`src/design/rlecov_pkg.sv`:
```
// Shared constants and types of the run-length coverage encoder.
package rlecov_pkg;

   localparam int MAX_RUN_DEFAULT     = 127;
   localparam int LENGTH_BITS_DEFAULT = 16;

   localparam logic [7:0] FULL_COVER  = 8'd128;
   localparam logic [7:0] MARKER_BASE = 8'd128;

   // Largest number of code bytes a single item can produce.
   localparam int ITEM_BYTES_MAX = 3;
   localparam int QUEUE_DEPTH    = 8;

   typedef struct packed {
      logic [15:0] line_length;
      logic [15:0] line_start;
      logic        final_byte;
      logic [7:0]  code_byte;
   } rlecov_entry_type;

endpackage

```
`src/design/rle_coverage_encoder.sv`:
```
// Top level of the run-length encoder for coverage scanlines.
//
// The block takes one pixel coverage value per item and turns each scanline into a
// run-length code stream. A lone value leaves as a literal byte (values above 128 are
// clamped to 128); a run of equal values leaves as a marker byte, 128 plus the count,
// followed by the value. Runs are cut into chunks of MAX_RUN, each sent as soon as it
// fills, and a remainder of one after a full chunk still uses a marker. The item with
// req_tlast set flushes the open run; the last code byte of the line carries rsp_tlast
// together with the start position sampled on the line's first item and the pixel count,
// which saturates at the smaller of 2^LENGTH_BITS - 1 and 65535. An accepted item waits in
// an input register until the queue has room for a worst-case item, the run logic then
// writes its zero to three code bytes into an eight-entry result queue, and the queue
// delivers one byte per cycle while the receiver does not stall. A new item is taken in
// every cycle as long as the queue has room for the three bytes that one item can make;
// the sustained rate is therefore one item per cycle while the output averages no more
// than one byte per item and the receiver does not stall, and is otherwise set by the
// single-byte output port.
module rle_coverage_encoder #(
   parameter int MAX_RUN     = rlecov_pkg::MAX_RUN_DEFAULT,
   parameter int LENGTH_BITS = rlecov_pkg::LENGTH_BITS_DEFAULT
) (
   input  logic        clock,
   input  logic        reset,
   input  logic        req_tvalid,
   output logic        req_tready,
   input  logic [23:0] req_tdata,   // [7:0] coverage, [23:8] start_x
   input  logic        req_tlast,   // end_of_line
   output logic        rsp_tvalid,
   input  logic        rsp_tready,
   output logic [39:0] rsp_tdata,   // [7:0] code_byte, [23:8] line_start, [39:24] line_length
   output logic        rsp_tlast    // final_byte
);
   import rlecov_pkg::*;

   localparam int RunW = $clog2(MAX_RUN + 1);
   localparam int CntW = (LENGTH_BITS < 16) ? LENGTH_BITS : 16;
   localparam int PtrW = $clog2(QUEUE_DEPTH);
   localparam logic [CntW-1:0] LengthCeiling = {CntW{1'b1}};
   localparam logic [PtrW:0]   AdvanceLimit  = (PtrW + 1)'(QUEUE_DEPTH - ITEM_BYTES_MAX);

   // Input register.
   logic        in_valid_ff, in_valid_in;
   logic [7:0]  in_cov_ff;
   logic [15:0] in_sx_ff;
   logic        in_eol_ff;

   // Run state.
   logic            pending_ff, pending_in;
   logic [7:0]      held_ff, held_in;
   logic [RunW-1:0] run_count_ff, run_count_in;
   logic            chunk_ff, chunk_in;
   logic [CntW-1:0] pixel_total_ff, pixel_total_in;
   logic [15:0]     line_origin_ff, line_origin_in;

   // Result queue.
   rlecov_entry_type queue_ff [QUEUE_DEPTH];
   logic [PtrW-1:0]  wr_ptr_ff, wr_ptr_in;
   logic [PtrW-1:0]  rd_ptr_ff, rd_ptr_in;
   logic [PtrW:0]    count_ff, count_in;

   logic             accept, advance, pop;
   logic [7:0]       cov_clamped;
   rlecov_entry_type slot [ITEM_BYTES_MAX];
   logic [1:0]       slot_count;
   logic [1:0]       push_count;
   logic [15:0]      origin;
   logic [CntW-1:0]  total_step;
   rlecov_entry_type head;

   // The input register moves on whenever the queue can take a worst-case item.
   assign advance    = in_valid_ff && (count_ff <= AdvanceLimit);
   assign req_tready = !in_valid_ff || advance;
   assign accept     = req_tvalid && req_tready;
   assign in_valid_in = accept || (in_valid_ff && !advance);

   assign cov_clamped = (req_tdata[7:0] > FULL_COVER) ? FULL_COVER : req_tdata[7:0];

   // Run encoding of the item held in the input register. The state only moves on in
   // the cycle in which the item's bytes go into the queue.
   always_comb begin
      pending_in     = pending_ff;
      held_in        = held_ff;
      run_count_in   = run_count_ff;
      chunk_in       = chunk_ff;
      pixel_total_in = pixel_total_ff;
      line_origin_in = line_origin_ff;
      slot_count     = '0;
      for (int i = 0; i < ITEM_BYTES_MAX; i++) begin
         slot[i] = '0;
      end

      // A zero count means this item opens a new line.
      origin     = (pixel_total_ff == '0) ? in_sx_ff : line_origin_ff;
      total_step = (pixel_total_ff != LengthCeiling) ? pixel_total_ff + 1'b1 : pixel_total_ff;

      if (advance) begin
         line_origin_in = origin;
         pixel_total_in = total_step;

         if (pending_in && (in_cov_ff == held_in)) begin
            run_count_in = run_count_in + 1'b1;
            // A full chunk leaves at once; the run stays open.
            if (run_count_in == RunW'(MAX_RUN)) begin
               slot[slot_count].code_byte = MARKER_BASE + 8'(run_count_in);
               slot_count = slot_count + 1'b1;
               slot[slot_count].code_byte = held_in;
               slot_count = slot_count + 1'b1;
               run_count_in = '0;
               chunk_in = 1'b1;
            end
         end else begin
            // Flush the run that this value breaks.
            if (pending_in && (run_count_in != '0)) begin
               if ((run_count_in == RunW'(1)) && !chunk_in) begin
                  slot[slot_count].code_byte = held_in;
                  slot_count = slot_count + 1'b1;
               end else begin
                  slot[slot_count].code_byte = MARKER_BASE + 8'(run_count_in);
                  slot_count = slot_count + 1'b1;
                  slot[slot_count].code_byte = held_in;
                  slot_count = slot_count + 1'b1;
               end
            end
            pending_in   = 1'b1;
            held_in      = in_cov_ff;
            run_count_in = RunW'(1);
            chunk_in     = 1'b0;
         end

         if (in_eol_ff) begin
            if (run_count_in != '0) begin
               if ((run_count_in == RunW'(1)) && !chunk_in) begin
                  slot[slot_count].code_byte = held_in;
                  slot_count = slot_count + 1'b1;
               end else begin
                  slot[slot_count].code_byte = MARKER_BASE + 8'(run_count_in);
                  slot_count = slot_count + 1'b1;
                  slot[slot_count].code_byte = held_in;
                  slot_count = slot_count + 1'b1;
               end
            end
            // The last byte of the line carries its start and length.
            if (slot_count != '0) begin
               slot[slot_count - 1'b1].final_byte  = 1'b1;
               slot[slot_count - 1'b1].line_start  = origin;
               slot[slot_count - 1'b1].line_length = 16'(total_step);
            end
            pending_in     = 1'b0;
            held_in        = '0;
            run_count_in   = '0;
            chunk_in       = 1'b0;
            pixel_total_in = '0;
         end
      end
   end

   assign push_count = advance ? slot_count : 2'd0;
   assign head       = queue_ff[rd_ptr_ff];
   assign rsp_tvalid = (count_ff != '0);
   assign rsp_tdata  = {head.line_length, head.line_start, head.code_byte};
   assign rsp_tlast  = head.final_byte;
   assign pop        = rsp_tvalid && rsp_tready;

   assign wr_ptr_in = wr_ptr_ff + PtrW'(push_count);
   assign rd_ptr_in = rd_ptr_ff + PtrW'(pop);
   assign count_in  = count_ff + (PtrW + 1)'(push_count) - (PtrW + 1)'(pop);

   always_ff @(posedge clock) begin
      if (reset) begin
         in_valid_ff    <= 1'b0;
         pending_ff     <= 1'b0;
         held_ff        <= '0;
         run_count_ff   <= '0;
         chunk_ff       <= 1'b0;
         pixel_total_ff <= '0;
         line_origin_ff <= '0;
         wr_ptr_ff      <= '0;
         rd_ptr_ff      <= '0;
         count_ff       <= '0;
      end else begin
         in_valid_ff    <= in_valid_in;
         pending_ff     <= pending_in;
         held_ff        <= held_in;
         run_count_ff   <= run_count_in;
         chunk_ff       <= chunk_in;
         pixel_total_ff <= pixel_total_in;
         line_origin_ff <= line_origin_in;
         wr_ptr_ff      <= wr_ptr_in;
         rd_ptr_ff      <= rd_ptr_in;
         count_ff       <= count_in;
      end
   end

   // Payload registers need no reset.
   always_ff @(posedge clock) begin
      if (accept) begin
         in_cov_ff <= cov_clamped;
         in_sx_ff  <= req_tdata[23:8];
         in_eol_ff <= req_tlast;
      end
      for (int i = 0; i < ITEM_BYTES_MAX; i++) begin
         if (2'(i) < push_count) begin
            queue_ff[wr_ptr_ff + PtrW'(i)] <= slot[i];
         end
      end
   end

endmodule

```
`config.mk`:
```
export PLATFORM = sky130hd
export DESIGN_NAME = rle_coverage_encoder
export DESIGN_NICKNAME = d
export VERILOG_FILES = /design/src/design/rlecov_pkg.sv /design/src/design/rle_coverage_encoder.sv
export SDC_FILE = /design/constraint.sdc
export NUM_CORES = 1
export LEC_CHECK = 0
export BUFFER_PORTS_ARGS = -buffer_cell sky130_fd_sc_hd__buf_2
export CAP_MARGIN = 15
export CORE_ASPECT_RATIO = 0.75
export CORE_MARGIN = 2
export CORE_UTILIZATION = 35
export CTS_CLUSTER_SIZE = 24
export DETAILED_ROUTE_END_ITERATION = 8
export GPL_TIMING_DRIVEN = 0
export SYNTH_ARGS = -nofsm -noshare
export SYNTH_HDL_FRONTEND = slang
export SYNTH_SLANG_ARGS = --single-unit
```
`constraint.sdc`:
```
create_clock -name clock -period 14.9 [get_ports clock]
set_input_delay 0.745 -clock clock [delete_from_list [all_inputs] [get_ports clock]]
set_output_delay 0.745 -clock clock [all_outputs]
set_load 0.01 [all_outputs]
```
==> impl_metrics.toml <==
[cts]
clkLatencyLatePin_ps = 580
path_clk_slew_ps = 70
ctsHoldBuffers = 0
clock_path_buffers = 3
cts_resized = 0
cts_buffers = 43
cts.sinks = 413
root_buffer = "clkbuf_16"
htree_num_levels = 2
postCtsSetupBuffers = 0
cts_tree = "built"

[pwr]
swShare_pct = 28.6
power_frac_seq_pct = 41.5
power_density_nw_per_um2 = 132
pwr-share-clk_pct = 35.5
p_sw_uw = 908
comb_power_share_pct = 23.1
intPower_mw = 2.26
ir_drop_mv = 0.0708
leakage_nw = 7.94

[synth]
syn_inst = 1698
ys_warn_count = 0
synth_edf_count = 353
ys_types = 88
synth_mux_area_share_pct = 14.3
avgSynthCellArea_um2 = 12.2
synth_ff_type = "edfxtp_1"
synthSimpleGateAreaFrac_pct = 13.8
synthArstFlopShare_pct = 0
ys_ff_latch = 413
synth_top_family_by_area = "multiplexers"
synth_compound_area_share_pct = 8.99
syn-num-nets = 1750
synthAdderAreaFrac_pct = 1.47
yosysSeqAreaShare_pct = 57.2
synthXorXnorAreaFrac_pct = 1.27
netlist_area_um2 = 20600

[global_route]
grt_pass1_vias = 14800
grt_pass1_wl_um = 95700
grt_use_total_pct = 21.0
grt_max_degree = 24
grt_antenna_before_repair = 1
grt_overflow_total = 0

[floorplan]
die_h_um = 214
fp-row-count = 77
start_util_pct = 35.2
io_pins = 72
die_area_um2 = 60900
coreArea_um2 = 58600
fp.dieW_um = 284

[worst_setup_path]
crit_start = "run_count_ff[0]"
crit_path_end = "queue_ff[4][31]"
crit_path_end_kind = "register"
cp.arrival_ps = 6540
reg2reg_to = "queue_ff[4][31]"
reg2reg_slack_ps = 8680
cp-start-kind = "register"
reg2reg_depth = 19
crit_fanout = 10
worst_r2r_startpoint = "run_count_ff[0]"
crit_type = "register to register"
crit_required_ps = 15220

[timing]
tightest_slew_ps = 1210
slew_violations = 0
rsz0062_at_grt = "no"
clock_skew_ps = 20.2
clock.fmax_mhz = 161
hold_viol_final = 0
period_needed_ps = 6220
fin_ws_ps = 8680
finalCritPeriodShare_pct = 41.8
maxSlewHeadroom_pct = 19.7
setup-tns-final_ps = 0
hold_ws_ps = 350
finalSetupViolCount = 0

[layout]
drive_gt1_share_pct = 22.0
area_delta_synth_final_pct = 16.6
nets = 1905

[detailed_routing]
drt_iter0_drc = 1838
firstDrtPassIters = 6
route.detailed.drc = 0
antenna_left = 0
routed_wl_um = 65100
routed-via-count = 15000
viasPerCell = 5.59
wl_per_cell_um = 24.3

[status]
outcome = "complete, no violations"

[flow_run]
drv_cap = 0

[placed_design]
portBuffers = 70
dpl_worst_slack_ps = 8540
hpwl_um = 46100
globalplace.congestion = 0.919

[min_path]
min_path_type = "primary input to register"
per-layer routing:
metal  vias to the layer above  GRT usage, %  part of all wire (%)
met2                       726          32.2                    45
li1                       6592             -                     -
met1                      7583          30.6                    45
met5                         -             0                 0.015
met3                        86          4.85                   9.3
met4                         2          4.16                   1.6
cell usage in the layout (no fill, tap or decap), drive strengths merged, types with 20 or more instances in the layout:
| cell | count |
|---|---|
| mux2 | 61 |
| o21ai | 56 |
| and3 | 20 |
| nand2 | 128 |
| ha | 21 |
| nand3 | 25 |
| mux2i | 42 |
| buf | 157 |
| mux4 | 82 |
| clkbuf | 115 |
| dfxtp | 60 |
| inv | 38 |
| a22oi | 31 |
| nor2 | 368 |
| edfxtp | 353 |
| a21oi | 113 |
| nor3 | 33 |
metrics by stage:
stage	instance area, um2	utilization [%]	cells	power, mW
6_report	24100	41.1	2679	3.17
5_1_grt	24100	41.1	2678	3.29
4_1_cts	24000	41.0	2672	3.17
3_5_place_dp	22500	38.5	2592	2.06
3_3_place_gp	22000	37.5	2558	2.03
2_1_floorplan	20600	-	1698	1.80
registers in the layout, summed over array words and instances (netlist names), 4 cells and up:
register        count
in_cov_ff           8
in_sx_ff           16
queue_ff          328
line_origin_ff     16
pixel_total_ff     16
held_ff             8
count_ff            4
run_count_ff        7
Yosys cell counts (31+ instances only):
master / instances / area [um2]
a21oi_1: 109 / 546
a22oi_1: 31 / 233
clkbuf_1: 52 / 195
dfxtp_1: 60 / 1200
edfxtp_1: 353 / 10600
inv_1: 31 / 116
mux2_2: 60 / 676
mux2i_1: 41 / 410
mux4_2: 82 / 1850
nand2_1: 126 / 473
nor2_1: 358 / 1340
o21ai_0: 50 / 250
area by class of cell:
| type | count | area [um2] |
|---|---|---|
| Clock inverter | 20 | 253 |
| Tap cell | 790 | 988 |
| Buffer | 102 | 483 |
| Fill cell | 5563 | 34500 |
| Multi-Input combinational cell | 1149 | 8290 |
| Clock buffer | 60 | 1210 |
| Inverter | 34 | 130 |
| Timing Repair Buffer | 110 | 918 |
| Antenna cell | 1 | 2.50 |
| Sequential cell | 413 | 11800 |
cells by family (layout without fill, tap and decap cells):
group           after synthesis  in the layout
compound gates              267            267
xor+xnor                     30             30
fa+ha+maj                    23             23
buf+inv                     136            326
flops                       413            413
mux                         185            185
other cells                   0              1
simple gates                644            644
how the worst min path moves through the flow:
stage / slack, ps / to / cells past startpoint / startpoint
floorplan: 430 / line_origin_ff[0] / 2 / line_origin_ff[0]
global placement: 440 / line_origin_ff[0] / 2 / line_origin_ff[0]
detailed placement: 450 / line_origin_ff[9] / 2 / line_origin_ff[9]
CTS: 330 / in_sx_ff[14] / 1 / req_tdata[22]
global route: 330 / in_sx_ff[1] / 1 / req_tdata[9]
finish: 350 / in_sx_ff[14] / 1 / req_tdata[22]
critical path, stage by stage, from the launching register on:
cell      delay (ps)
dfxtp_1          410
ha_1             190
clkbuf_1         380
nand4b_1         160
a311oi_1         480
and2_1           180
buf_2            210
o211ai_1         230
ha_1             270
clkbuf_1         290
nor3_1           390
a31oi_4          200
and3_1           280
o21bai_1         370
nand2b_1         160
clkbuf_1         520
o211ai_1         510
buf_4            330
buf_4            200
buf_4            190
power groups by stage:
stage | Clock [mW] | Combinational [mW] | Sequential [mW]
5_1_grt | 1.18 | 0.788 | 1.32
4_1_cts | 1.14 | 0.723 | 1.31
6_report | 1.12 | 0.732 | 1.31
3_5_place_dp | 0 | 0.719 | 1.34
3_3_place_gp | 0 | 0.694 | 1.34
2_1_floorplan | 0 | 0.470 | 1.33
Power figures use the tool's default switching activity.
